===== src/tak_pkg.sv =====
// ----------------------------------------------------------------------------
// Thermistor ADC to kelvin: shared package
// Widths, constants, register indexes and the stage-to-stage structs that
// the pipeline modules of the thermistor converter use.
// ----------------------------------------------------------------------------
package tak_pkg;

	// Converter and output formats.
	localparam int ADC_W         = 10;
	localparam int ADC_BITS      = 10;
	localparam int OUT_FRAC_BITS = 8;
	localparam int OUT_W         = 18;
	localparam int COEF_W        = 32;
	localparam int DIV_W         = 20;
	localparam int CFG_IDX_W     = 2;

	// Resistance divider: R is Q16 and always below the divider value.
	localparam int R_FRAC = 16;
	localparam int R_W    = DIV_W + R_FRAC;
	localparam int NUM_W  = DIV_W + ADC_BITS;
	localparam int DEN_W  = ADC_BITS + 1;

	// Logarithm: leading-one position plus a Q30 mantissa squared once per bit.
	localparam int P_W      = $clog2(R_W);
	localparam int M_W      = 31;
	localparam int LOG_FRAC = 28;
	localparam int LG_W     = P_W + LOG_FRAC;
	localparam int LGM_W    = LG_W - 1;

	// Polynomial term widths (magnitudes unless noted).
	localparam int LN_W  = 32;
	localparam int LN2_W = 36;
	localparam int LN3_W = 40;
	localparam int BT_W  = 36;
	localparam int CT_W  = 44;
	localparam int D1_W  = 38;
	localparam int D_W   = 47;
	localparam int DM_W  = D_W - 1;

	// Reciprocal: dividend 2^(40+F) plus half the denominator.
	localparam int DEN_EXP = 40 + OUT_FRAC_BITS;
	localparam int NR_W    = 47 + OUT_FRAC_BITS;

	localparam logic [LOG_FRAC-1:0] LN2_Q28 = 28'd186065280;
	localparam logic [OUT_W-1:0]    OUT_MAX = '1;

	// Register reset values.
	localparam logic [COEF_W-1:0] COEF_A_RST  = 32'd1319413953;
	localparam logic [COEF_W-1:0] COEF_B_RST  = 32'd196909040;
	localparam logic [COEF_W-1:0] COEF_C_RST  = 32'd320936;
	localparam logic [DIV_W-1:0]  DIVIDER_RST = 20'd32500;

	// Register indexes of the write port.
	typedef enum logic [CFG_IDX_W-1:0] {
		REG_COEF_A  = 2'd0,
		REG_COEF_B  = 2'd1,
		REG_COEF_C  = 2'd2,
		REG_DIVIDER = 2'd3
	} reg_idx_t;

	// Resistance word leaving the divider.
	typedef struct packed {
		logic           vld;
		logic           dom;
		logic [R_W-1:0] r;
	} res_t;

	// Signed Q28 base-two logarithm.
	typedef struct packed {
		logic                   vld;
		logic                   dom;
		logic signed [LG_W-1:0] lg;
	} log_t;

	// Signed Q40 Steinhart-Hart denominator.
	typedef struct packed {
		logic                  vld;
		logic                  dom;
		logic signed [D_W-1:0] d;
	} den_t;

endpackage


===== src/tak_res_div.sv =====
// ----------------------------------------------------------------------------
// Thermistor resistance divider
// Forms divider_ohms * s and divides its Q16 value by (2^ADC_BITS + s) with
// a restoring divider that resolves one quotient bit per pipeline stage.
// ----------------------------------------------------------------------------
module tak_res_div (
	input  logic                        clk,
	input  logic                        arst_n,
	input  logic                        en,
	input  logic                        in_vld,
	input  logic [tak_pkg::ADC_W-1:0]   sample,
	input  logic [tak_pkg::DIV_W-1:0]   divider,
	output tak_pkg::res_t               res
);

	localparam int NST = tak_pkg::R_W;

	logic [NST:0]                    vld_s;
	logic                            dom_s [0:NST];
	logic [tak_pkg::NUM_W-1:0]       num_s [0:NST];
	logic [tak_pkg::DEN_W-1:0]       den_s [0:NST];
	logic [tak_pkg::DEN_W-1:0]       rem_s [1:NST];
	logic [tak_pkg::R_W-1:0]         quo_s [1:NST];
	logic [tak_pkg::ADC_BITS-1:0]    smp;

	assign smp = sample[tak_pkg::ADC_BITS-1:0];

	// Valid bits travel with the words.
	always_ff @(posedge clk or negedge arst_n) begin
		if (!arst_n) begin
			vld_s <= '0;
		end else if (en) begin
			vld_s <= {vld_s[NST-1:0], in_vld};
		end
	end

	// Entry stage: numerator product and denominator.
	always_ff @(posedge clk) begin
		if (en) begin
			dom_s[0] <= (smp == '0);
			num_s[0] <= divider * smp;
			den_s[0] <= tak_pkg::DEN_W'(1 << tak_pkg::ADC_BITS) + tak_pkg::DEN_W'(smp);
		end
	end

	// One quotient bit per stage, most significant first.
	for (genvar k = 0; k < NST; k++) begin : g_div
		localparam int BI = NST - 1 - k;
		logic                        nbit;
		logic [tak_pkg::DEN_W-1:0]   rem_c;
		logic [tak_pkg::R_W-1:0]     quo_c;
		logic [tak_pkg::DEN_W:0]     trial;
		logic [tak_pkg::DEN_W:0]     diff;
		logic                        ge;

		if (BI >= tak_pkg::R_FRAC) begin : g_nb
			assign nbit = num_s[k][BI-tak_pkg::R_FRAC];
		end else begin : g_nz
			assign nbit = 1'b0;
		end

		if (k == 0) begin : g_first
			// The bits above the quotient range stay below the denominator.
			assign rem_c = tak_pkg::DEN_W'(num_s[0] >> (tak_pkg::R_W - tak_pkg::R_FRAC));
			assign quo_c = '0;
		end else begin : g_next
			assign rem_c = rem_s[k];
			assign quo_c = quo_s[k];
		end

		assign trial = {rem_c, nbit};
		assign diff  = trial - {1'b0, den_s[k]};
		assign ge    = (trial >= {1'b0, den_s[k]});

		always_ff @(posedge clk) begin
			if (en) begin
				dom_s[k+1] <= dom_s[k];
				num_s[k+1] <= num_s[k];
				den_s[k+1] <= den_s[k];
				rem_s[k+1] <= ge ? diff[tak_pkg::DEN_W-1:0] : trial[tak_pkg::DEN_W-1:0];
				quo_s[k+1] <= {quo_c[tak_pkg::R_W-2:0], ge};
			end
		end
	end

	assign res.vld = vld_s[NST];
	assign res.dom = dom_s[NST];
	assign res.r   = quo_s[NST];

endmodule


===== config.mk =====
export PLATFORM = sky130hd
export DESIGN_NAME = tak_res_div
export DESIGN_NICKNAME = d
export VERILOG_FILES = /design/src/tak_pkg.sv /design/src/tak_res_div.sv
export SDC_FILE = /design/constraint.sdc
export NUM_CORES = 2
export LEC_CHECK = 0
export BUFFER_PORTS_ARGS = -buffer_cell sky130_fd_sc_hd__buf_4
export CORE_ASPECT_RATIO = 0.7
export CORE_MARGIN = 2
export CORE_UTILIZATION = 35
export CTS_CLUSTER_SIZE = 24
export DETAILED_ROUTE_END_ITERATION = 7
export PLACE_DENSITY = 0.57
export SYNTH_ARGS = -nofsm -noshare
export SYNTH_HDL_FRONTEND = slang
export SYNTH_SLANG_ARGS = --single-unit

===== constraint.sdc =====
create_clock -name clk -period 3.65 [get_ports clk]
set_input_delay 0 -clock clk [delete_from_list [all_inputs] [get_ports clk]]
set_output_delay 0 -clock clk [all_outputs]
set_load 0.02 [all_outputs]

==> impl_metrics.env <==
export IMPL_stdcell_count=9031
export IMPL_rsz0062_at_grt="true"
export IMPL_path_cells="buf_12, and2_4, fa_1, inv_2, fa_1, inv_2, fa_1, fa_1, inv_1, fa_1, inv_2, ha_4, a21o_1, a31o_4, a221oi_4, nand2_1, a21bo_1, a21oi_2, xnor2_1"
export IMPL_async_flop_share_pct=2.17
export IMPL_synthCells=5466
export IMPL_drv_slew=0
export IMPL_synth_flop_cell="edfxtp_1"
export IMPL_gp_congestion=0.865
export IMPL_ios=72
export IMPL_synth_nets=6101
export IMPL_die_w_um=573
export IMPL_hold_viol=0
export IMPL_cts_max_path_buffers=4
export IMPL_ys_ff_latch=1705
export IMPL_end_kind="flop"
export IMPL_drtPass1Iterations=5
export IMPL_ir_drop_mv=1.01
export IMPL_detail_route_antenna_nets=0
export IMPL_fin_worst_skew_ns=0.0748
export IMPL_hold_path_class="input pin to flop"
export IMPL_antenna_found_initial=3
export IMPL_status="complete, but fails checks"
export IMPL_num_vias=42900
export IMPL_rows=146
export IMPL_startpoint="sample[8]"
export IMPL_cts_max_level=4
export IMPL_crit_path_max_incr_delay_ns=0.55
export IMPL_multi_input_area_um2=26500
export IMPL_period_share_pct=109
export IMPL_grt_total_usage_pct=12.0
export IMPL_placed_area_um2=85100
export IMPL_clock_sinks=1705
export IMPL_diodes=0
export IMPL_fin_ws_ns=-0.311
export IMPL_drive_above_1_share_pct=17.4
export IMPL_r2r_end="rem_s[0][178]"
export IMPL_die_area_um2=231000
export IMPL_grt_pass1_wl_um=229000
export IMPL_finalWirelength_um=139000
export IMPL_cts_reportedPaths_clkPinSlew_ns=0.06
export IMPL_yosysTopAreaCell="edfxtp_1"
export IMPL_endpoint="num_s[0][29]"
export IMPL_syn2layout_area_growth_pct=16.0
export IMPL_path_class="input pin to flop"
export IMPL_crit_reg2reg_launch="den_s[1][77]"
export IMPL_cp_slowest_cell="fa_1"
export IMPL_fmax_mhz=252
export IMPL_first_global_vias=43000
export IMPL_fin_crit_ns=3.96
export IMPL_drc_errors=0
export IMPL_ys_types=77
export IMPL_synth_area_leaders="edfxtp_1 63%, ha_1 6.7%, fa_1 4.5%"
export IMPL_synth_area_per_cell_um2=14.5
export IMPL_synth_area_um2=79300
export IMPL_cts_tree="yes"
export IMPL_worstRegToRegCells=10
export IMPL_crit_fanout=14
export IMPL_cts_buffers=177
export IMPL_worst_r2r_setup_slack_ns=0.59
export IMPL_seq_area_frac_synth_pct=64.3
export IMPL_port_buffers=71
export IMPL_core_um2=226000
export IMPL_overflow=0
export IMPL_crit_arrival_ns=4.51
export IMPL_netlist_top_cells_count="1668 x edfxtp_1, 581 x inv_1, 424 x ha_1"
export IMPL_routedWlPerCell_um=15.4
export IMPL_synth_edf_count=1668
export IMPL_cts_root_buffer_cell="clkbuf_16"
export IMPL_fp_dieH_um=402
export IMPL_yosysWarnings=0
export IMPL_fillCellCount=20700
export IMPL_grt_max_degree=153
export IMPL_p_per_area_nw_per_um2=853
export IMPL_max_cap_violations=0
export IMPL_synth_top_area_share_pct=63.1
export IMPL_cp_required_ns=4.20
export IMPL_cp_start_kind="input pin"
export IMPL_relSlewSlack_pct=28.2
export IMPL_setup_viol=17
export IMPL_vias_per_cell=4.75
export IMPL_start_util_pct=35.1
export IMPL_dpl_worst_slack_ns=-1.22
export IMPL_failed_checks="negative setup slack"
export IMPL_final_cell_area_um2=92000
export IMPL_crit_path_frequent_cell="fa_1"
export IMPL_tightest_slew_ns=1.06
export IMPL_clock_latency_ns=0.83
export IMPL_nets=6502
export IMPL_post_dp_hpwl_um=93500
export IMPL_placedCellCount=8670
export IMPL_p_leak_nw=35.7
export IMPL_regArea_um2=51000
export IMPL_drtIter0Drc=3012
export IMPL_yosysMostFrequentCell="edfxtp_1"
metal layers:
layer	part of all wire (%)	global-route usage, %
met5	0	0
met4	2.4	3.31
met3	4.5	2.19
met2	42	17.5
met1	51	18.2
state kept, by name, indices dropped and copies added (netlist names):
register / flops
quo_s: 666
num_s: 220
den_s: 360
dom_s: 37
rem_s: 385
vld_s: 37
worst min-delay path by stage:
stage / to / slack [ns] / start / cells after the start
3_5_place_dp: vld_s[11] / -0.01 / arst_n / 1
6_report: num_s[0][2] / 0.1 / divider[0] / 6
5_1_grt: den_s[0][2] / 0.06 / sample[2] / 2
3_3_place_gp: vld_s[10] / -0.02 / arst_n / 1
2_1_floorplan: vld_s[0] / -0.30 / arst_n / 0
4_1_cts: num_s[0][2] / 0.02 / divider[0] / 6
stage by stage:
stage          setup TNS (ns)  hold slack [ns]  total power [mW]  utilization [%]
6_report                -2.99           0.0957              78.5             40.7
5_1_grt                 -4.79           0.0633              84.0             40.7
4_1_cts                 -1.34           0.0231              78.1             40.6
3_5_place_dp           -22.20          -0.0139              58.0             37.7
3_3_place_gp           -21.14          -0.0193              57.3             37.7
2_1_floorplan          -12.30           -0.296              50.1                -
cells by family (layout without fill, tap and decap cells):
logic type | after synthesis | in the layout | synth area share [%]
flip-flops | 1705 | 1705 | 64.3
multiplexers | 353 | 353 | 4.94
buffers and inverters | 667 | 1198 | 3.27
XOR/XNOR | 252 | 252 | 2.78
adder cells (fa/ha/maj) | 601 | 601 | 11.2
AND/OR/NAND/NOR | 968 | 968 | 6.19
AO/OA/AOI/OAI | 920 | 920 | 7.34
repair_timing:
action,4_1_cts,5_1_grt
resized for setup,117,60
setup endpoints to repair,18,19
endpoints found under the hold margin,409,0
buffers inserted,16,18
hold buffers,24,0
pin swaps,58,64
where the power goes:
part | internal (mW) | switching (mW)
Clock | 10.5 | 7.45
Sequential | 27.0 | 1.85
Combinational | 15.5 | 16.2
worst max-delay path: cells and delay by family:
kind | cells | cell delay, ns
buf+inv | 5 | 0.31
fa+ha+maj | 6 | 2.85
simple gates | 2 | 0.24
xor+xnor | 1 | 0.08
compound gates | 5 | 1.03
cells in the final DEF (no fill, tap or decap), drive strengths merged, types with 174 or more instances in the layout:
master / count
edfxtp: 1668
inv: 587
ha: 424
a21oi: 318
mux2: 292
buf: 284
nand2: 249
nor2: 224
o21ai: 223
clkbuf: 204
fa: 177
xnor2: 174
cell type report:
cell class	instances	share of cell area [%]
timing repair buffer	307	3.08
clock buffer	204	5.02
sequential	1705	55.5
tap	3034	4.13
multi-input combinational	3094	28.8
clock inverter	105	1.17
inverter	582	2.37
(Power assumes the default switching activity.)
