==> src/tak_pkg.sv <==
// ----------------------------------------------------------------------------
// Thermistor ADC to kelvin: shared package
// Widths, constants, register indexes and the stage-to-stage structs that
// the pipeline modules of the thermistor converter use.
// ----------------------------------------------------------------------------
package tak_pkg;

	// Converter and output formats.
	localparam int ADC_W         = 10;
	localparam int ADC_BITS      = 10;
	localparam int OUT_FRAC_BITS = 8;
	localparam int OUT_W         = 18;
	localparam int COEF_W        = 32;
	localparam int DIV_W         = 20;
	localparam int CFG_IDX_W     = 2;

	// Resistance divider: R is Q16 and always below the divider value.
	localparam int R_FRAC = 16;
	localparam int R_W    = DIV_W + R_FRAC;
	localparam int NUM_W  = DIV_W + ADC_BITS;
	localparam int DEN_W  = ADC_BITS + 1;

	// Logarithm: leading-one position plus a Q30 mantissa squared once per bit.
	localparam int P_W      = $clog2(R_W);
	localparam int M_W      = 31;
	localparam int LOG_FRAC = 28;
	localparam int LG_W     = P_W + LOG_FRAC;
	localparam int LGM_W    = LG_W - 1;

	// Polynomial term widths (magnitudes unless noted).
	localparam int LN_W  = 32;
	localparam int LN2_W = 36;
	localparam int LN3_W = 40;
	localparam int BT_W  = 36;
	localparam int CT_W  = 44;
	localparam int D1_W  = 38;
	localparam int D_W   = 47;
	localparam int DM_W  = D_W - 1;

	// Reciprocal: dividend 2^(40+F) plus half the denominator.
	localparam int DEN_EXP = 40 + OUT_FRAC_BITS;
	localparam int NR_W    = 47 + OUT_FRAC_BITS;

	localparam logic [LOG_FRAC-1:0] LN2_Q28 = 28'd186065280;
	localparam logic [OUT_W-1:0]    OUT_MAX = '1;

	// Register reset values.
	localparam logic [COEF_W-1:0] COEF_A_RST  = 32'd1319413953;
	localparam logic [COEF_W-1:0] COEF_B_RST  = 32'd196909040;
	localparam logic [COEF_W-1:0] COEF_C_RST  = 32'd320936;
	localparam logic [DIV_W-1:0]  DIVIDER_RST = 20'd32500;

	// Register indexes of the write port.
	typedef enum logic [CFG_IDX_W-1:0] {
		REG_COEF_A  = 2'd0,
		REG_COEF_B  = 2'd1,
		REG_COEF_C  = 2'd2,
		REG_DIVIDER = 2'd3
	} reg_idx_t;

	// Resistance word leaving the divider.
	typedef struct packed {
		logic           vld;
		logic           dom;
		logic [R_W-1:0] r;
	} res_t;

	// Signed Q28 base-two logarithm.
	typedef struct packed {
		logic                   vld;
		logic                   dom;
		logic signed [LG_W-1:0] lg;
	} log_t;

	// Signed Q40 Steinhart-Hart denominator.
	typedef struct packed {
		logic                  vld;
		logic                  dom;
		logic signed [D_W-1:0] d;
	} den_t;

endpackage

==> src/tak_recip.sv <==
// ----------------------------------------------------------------------------
// Thermistor reciprocal and output register
// Rounds 2^(40+F) / D with a restoring divider, one bit per stage, detects
// overflow up front, and holds the result word for the output channel.
// ----------------------------------------------------------------------------
module tak_recip (
	input  logic                      clk,
	input  logic                      arst_n,
	input  logic                      en,
	input  tak_pkg::den_t             den,
	output logic                      out_valid,
	output logic [tak_pkg::OUT_W-1:0] kelvin_q8,
	output logic                      domain_error
);

	localparam int NST = tak_pkg::OUT_W;
	localparam int HI_W = tak_pkg::NR_W - tak_pkg::OUT_W;

	logic                        vld_s1, dom_s1, neg_s1;
	logic [tak_pkg::NR_W-1:0]    n_s1;
	logic [tak_pkg::DM_W-1:0]    dm_s1;

	logic [NST:0]                vld_s;
	logic                        dom_s  [0:NST];
	logic                        neg_s  [0:NST];
	logic                        ovf_s  [0:NST];
	logic [tak_pkg::DM_W-1:0]    dm_s   [0:NST];
	logic [tak_pkg::DM_W-1:0]    rem_s  [0:NST];
	logic [tak_pkg::OUT_W-1:0]   nlo_s  [0:NST];
	logic [tak_pkg::OUT_W-1:0]   quo_s  [0:NST];

	logic [tak_pkg::DM_W-1:0]    dm_c;
	logic [HI_W-1:0]             hi_c;

	always_ff @(posedge clk or negedge arst_n) begin
		if (!arst_n) begin
			vld_s1    <= 1'b0;
			vld_s     <= '0;
			out_valid <= 1'b0;
		end else if (en) begin
			vld_s1    <= den.vld;
			vld_s     <= {vld_s[NST-1:0], vld_s1};
			out_valid <= vld_s[NST];
		end
	end

	// Stage 1: dividend with half the divisor added for rounding.
	assign dm_c = den.d[tak_pkg::DM_W-1:0];

	always_ff @(posedge clk) begin
		if (en) begin
			dom_s1 <= den.dom;
			neg_s1 <= den.d[tak_pkg::D_W-1];
			dm_s1  <= dm_c;
			n_s1   <= (tak_pkg::NR_W'(1) << tak_pkg::DEN_EXP)
				+ tak_pkg::NR_W'(dm_c >> 1);
		end
	end

	// Stage 2: a quotient of 2^18 or more saturates, as does a zero divisor.
	assign hi_c = n_s1[tak_pkg::NR_W-1:tak_pkg::OUT_W];

	always_ff @(posedge clk) begin
		if (en) begin
			dom_s[0] <= dom_s1;
			neg_s[0] <= neg_s1;
			ovf_s[0] <= (tak_pkg::DM_W'(hi_c) >= dm_s1);
			dm_s[0]  <= dm_s1;
			rem_s[0] <= tak_pkg::DM_W'(hi_c);
			nlo_s[0] <= n_s1[tak_pkg::OUT_W-1:0];
			quo_s[0] <= '0;
		end
	end

	// One quotient bit per stage.
	for (genvar k = 0; k < NST; k++) begin : g_div
		logic [tak_pkg::DM_W:0] trial;
		logic [tak_pkg::DM_W:0] diff;
		logic                   ge;

		assign trial = {rem_s[k], nlo_s[k][tak_pkg::OUT_W-1-k]};
		assign diff  = trial - {1'b0, dm_s[k]};
		assign ge    = (trial >= {1'b0, dm_s[k]});

		always_ff @(posedge clk) begin
			if (en) begin
				dom_s[k+1] <= dom_s[k];
				neg_s[k+1] <= neg_s[k];
				ovf_s[k+1] <= ovf_s[k];
				dm_s[k+1]  <= dm_s[k];
				nlo_s[k+1] <= nlo_s[k];
				rem_s[k+1] <= ge ? diff[tak_pkg::DM_W-1:0] : trial[tak_pkg::DM_W-1:0];
				quo_s[k+1] <= {quo_s[k][tak_pkg::OUT_W-2:0], ge};
			end
		end
	end

	// Output register: zero below range or on a domain error, saturate on overflow, else the quotient.
	always_ff @(posedge clk) begin
		if (en) begin
			domain_error <= dom_s[NST];
			if (dom_s[NST] || neg_s[NST]) begin
				kelvin_q8 <= '0;
			end else if (ovf_s[NST]) begin
				kelvin_q8 <= tak_pkg::OUT_MAX;
			end else begin
				kelvin_q8 <= quo_s[NST];
			end
		end
	end

endmodule

==> config.mk <==
export PLATFORM = sky130hd
export DESIGN_NAME = tak_recip
export DESIGN_NICKNAME = d
export VERILOG_FILES = /design/src/tak_pkg.sv /design/src/tak_recip.sv
export SDC_FILE = /design/constraint.sdc
export NUM_CORES = 2
export LEC_CHECK = 0
export BUFFER_PORTS_ARGS = -buffer_cell sky130_fd_sc_hd__buf_2
export CORE_MARGIN = 1
export CORE_UTILIZATION = 55
export CTS_BUF_LIST = sky130_fd_sc_hd__clkbuf_8 sky130_fd_sc_hd__clkbuf_16
export DETAILED_ROUTE_END_ITERATION = 7
export PLACE_DENSITY = 0.74
export SYNTH_ARGS = -nofsm -noshare
export SYNTH_HDL_FRONTEND = slang
export SYNTH_SLANG_ARGS = --single-unit
==> constraint.sdc <==
create_clock -name clk -period 4.4 [get_ports clk]
set_input_delay 0.44 -clock clk [delete_from_list [all_inputs] [get_ports clk]]
set_output_delay 0.44 -clock clk [all_outputs]
set_load 0.03 [all_outputs]
==> impl_metrics.csv <==
group,metric,value,unit
timing,drv_slew,0,
final_layout,area_delta_synth_final,11.9,%
min_path,hold_class,"input port to async pin",
clock_tree,cts_buffer_depth,3,
synth,synth_top_area_share,51.5,%
final_layout,fin_util,62.1,%
setup_path,crit_required,5.00,ns
clock_tree,clock_sinks,1926,
timing,hold_viol,0,
global_routing,grt_pass1_vias,78700,
setup_path,path_class,"flop to flop",
final_layout,nets,11500,
timing,setup_ws,0.104,ns
floorplan,rows,164,
clock_tree,htree_levels,4,
synth,synth_seq_cells,1926,
synth,syn_area,111000,um^2
floorplan,die_w,451,um
floorplan,initial_core_util,55.5,%
clock_tree,cts_buffers,202,
global_routing,grt_util_all_layers,26.4,%
synth,syn_area_per_cell,10.9,um^2
setup_path,crit_arrival,4.90,ns
drt,wl_per_cell,20.3,um
power_and_ir_drop,power_frac_seq,33.7,%
setup_path,cp-end-kind,"flop",
clock_tree,root_buffer,"clkbuf_16",
final_layout,nFillCells,15700,
power_and_ir_drop,p_comb_share,47.1,%
drt,viasPerCell,5.85,
timing,worstMarginPinSlew,1.05,ns
place,placed_cell_area,117000,um^2
timing,min_period_over_period,97.6,%
flow_run,maxCapViolations,0,
synth,yosysSeqAreaShare,52.0,%
place,hpwl,211000,um
global_routing,overflow,0,
power_and_ir_drop,clockPowerShare,19.2,%
clock_tree,path_clk_slew,0.07,ns
power_and_ir_drop,p_per_area,706,nW/um^2
place,gp_congestion,0.930,
drt,routed_wl,273000,um
global_routing,grt_pass1_wl,425000,um
floorplan,core-area,200000,um^2
run_status,outcome,"finished, violations left",
place,place_ws,-0.0476,ns
synth,syn_nets,11100,
synth,yosys.area.top_type,"edfxtp_1",
setup_path,crit_fanout,3,
run_status,violations,"design-rule violations",
global_routing,antenna_found_initial,5,
drt,drc,19,
floorplan,die_h,451,um
clock_tree,cts_tree,"yes",
power_and_ir_drop,p_int,0.0542,W
setup_path,crit_path_start_kind,"flop",
power_and_ir_drop,p_switching,0.0335,W
power_and_ir_drop,power,0.0877,W
timing,setup_viol,0,
synth,synthCells,10200,
drt,drt-pass1-iter-count,8,
final_layout,design_area,124000,um^2
power_and_ir_drop,switching_share,38.2,%
drt,initialDrtViolationCount,5722,
timing,timing.fmax,233,MHz
global_routing,grt_max_degree,116,
place,portBuffers,71,
floorplan,die-area,204000,um^2
synth,synth_cell_types,99,
synth,synth_flop_cell,"edfxtp_1",
synth,ys_warn_count,0,
synth,synth.most_common_cell,"edfxtp_1",
synth,synthTopCellsByArea,"edfxtp_1, ha_1, a21oi_1, inv_1, a21o_1",
power_and_ir_drop,irDropWorstVdd,0.376,mV
timing,slew_headroom,30.1,%
synth,synth-edff-count,1905,
timing,holdWs,0.0817,ns
power_and_ir_drop,leakagePower,51.9,nW
timing,fin_crit,4.30,ns
drt,vias,78500,
setup_path,r2r_cells,16,
synth,synthArstFlopShare,1.09,%
clock_tree,clkLatencyLatePin,0.86,ns
final_layout,layout-drive-gt1-share,10.2,%
drt,ant_nets,0,
synth,netlist_top_cells_count,"edfxtp_1, a21oi_1, inv_1",
floorplan,ios,72,
timing,fin_skew,0.0470,ns
-- metal layers --
metal	part of all wire [%]	global-route usage (%)
met3	4.1	2.92
met2	52	49.2
met5	0	0
met1	38	29.7
met4	5.4	13.2
-- sequential cells by signal, summed over array words and instances (netlist names) --
| name | cells |
|---|---|
| nlo_s | 17 |
| ovf_s | 19 |
| n_s1 | 1 |
| vld_s | 19 |
| neg_s | 19 |
| dm_s1 | 45 |
| domain_error | 1 |
| dm_s | 810 |
| out_valid | 1 |
| rem_s | 783 |
| vld_s1 | 1 |
| dom_s1 | 1 |
| dom_s | 19 |
| kelvin_q8 | 18 |
| neg_s1 | 1 |
| quo_s | 171 |
-- worst max-delay path, cell delays in order (launching register included) --
cell	delay, ns
edfxtp_1	0.35
inv_1	0.08
ha_1	0.20
inv_1	0.07
fa_1	0.22
a211oi_1	0.10
o21ai_0	0.39
nand3_1	0.11
nor2b_1	0.21
a2111oi_1	0.92
o31ai_1	0.27
o21ai_0	0.30
a21oi_1	0.14
o21ai_0	0.34
a21oi_1	0.14
xor2_1	0.13
o21ai_0	0.09
-- path summary, 6_finish.rpt --
| check | end | from | slack, ns |
|---|---|---|---|
| hold / removal | vld_s[18] | arst_n | 0.08 |
| hold reg to reg | quo_s[16][6] | quo_s[15][5] | 0.41 |
| setup / recovery | rem_s[16][42] | dm_s[15][3] | 0.10 |
| setup reg to reg | rem_s[16][42] | dm_s[15][3] | 0.10 |
| min in group clk | dm_s[8][43] | en | 0.17 |
| max in group asynchronous | vld_s[11] | arst_n | 3.99 |
-- stage by stage --
step | setup TNS, ns | instances
final | 0 | 13400
after global routing | -0.0289 | 13400
after CTS | 0 | 13400
after detailed placement | -0.0498 | 13000
after global placement | -0.128 | 13000
after floorplan | 0 | 10200
-- power by group through the flow --
stage / Clock (W) / Sequential, W / Combinational [W]
2_1_floorplan: 0 / 0.0285 / 0.0298
3_3_place_gp: 0 / 0.0298 / 0.0397
3_5_place_dp: 0 / 0.0299 / 0.0405
4_1_cts: 0.0172 / 0.0296 / 0.0408
5_1_grt: 0.0179 / 0.0300 / 0.0456
6_report: 0.0168 / 0.0296 / 0.0413
-- logic make-up (layout without fill, tap and decap cells) --
family	after synthesis	count (layout)	synth area share, %
other	0	1	0
XOR/XNOR	702	702	5.54
AO/OA/AOI/OAI	2957	2957	16.4
AND/OR/NAND/NOR	2167	2167	9.07
buffers and inverters	1345	1922	4.73
flip-flops	1926	1926	52.0
adder cells (fa/ha/maj)	854	854	9.74
multiplexers	247	247	2.50
-- layout by cell type, fill, tap and decap left out, drive strengths merged, types with 31 or more instances in the layout --
master	n
o21a	98
nand2	677
o211ai	35
nand3	147
and3	71
mux2	235
nand4	187
nor4	35
a31oi	92
o31ai	36
ha	837
o21ai	645
a221oi	31
a21oi	1100
clkbuf	210
nor3	86
buf	479
nor2	655
a21o	507
clkinv	98
edfxtp	1905
dlygate4sd3	50
nor2b	90
xnor2	424
inv	1062
nand2b	87
o21bai	132
a211oi	40
xor2	278
-- area by class of cell --
type	instances	area [um^2]	area share (%)
sequential	1926	57700	46.5
multi-input combinational	6927	48300	38.9
clock buffer	210	5180	4.17
timing repair buffer	529	4400	3.54
inverter	1020	3830	3.08
tap	2656	3320	2.67
clock inverter	163	1460	1.18
antenna	1	2.50	0.00201
-- timing repair --
item                                    CTS  global route
hold buffers                             50             0
endpoints found under the setup margin    3            92
hold endpoints to repair                 70             0
setup buffers                             0             6
pin swaps                                 0            11
resized for setup                         2            38
Power figures use the tool's default switching activity.
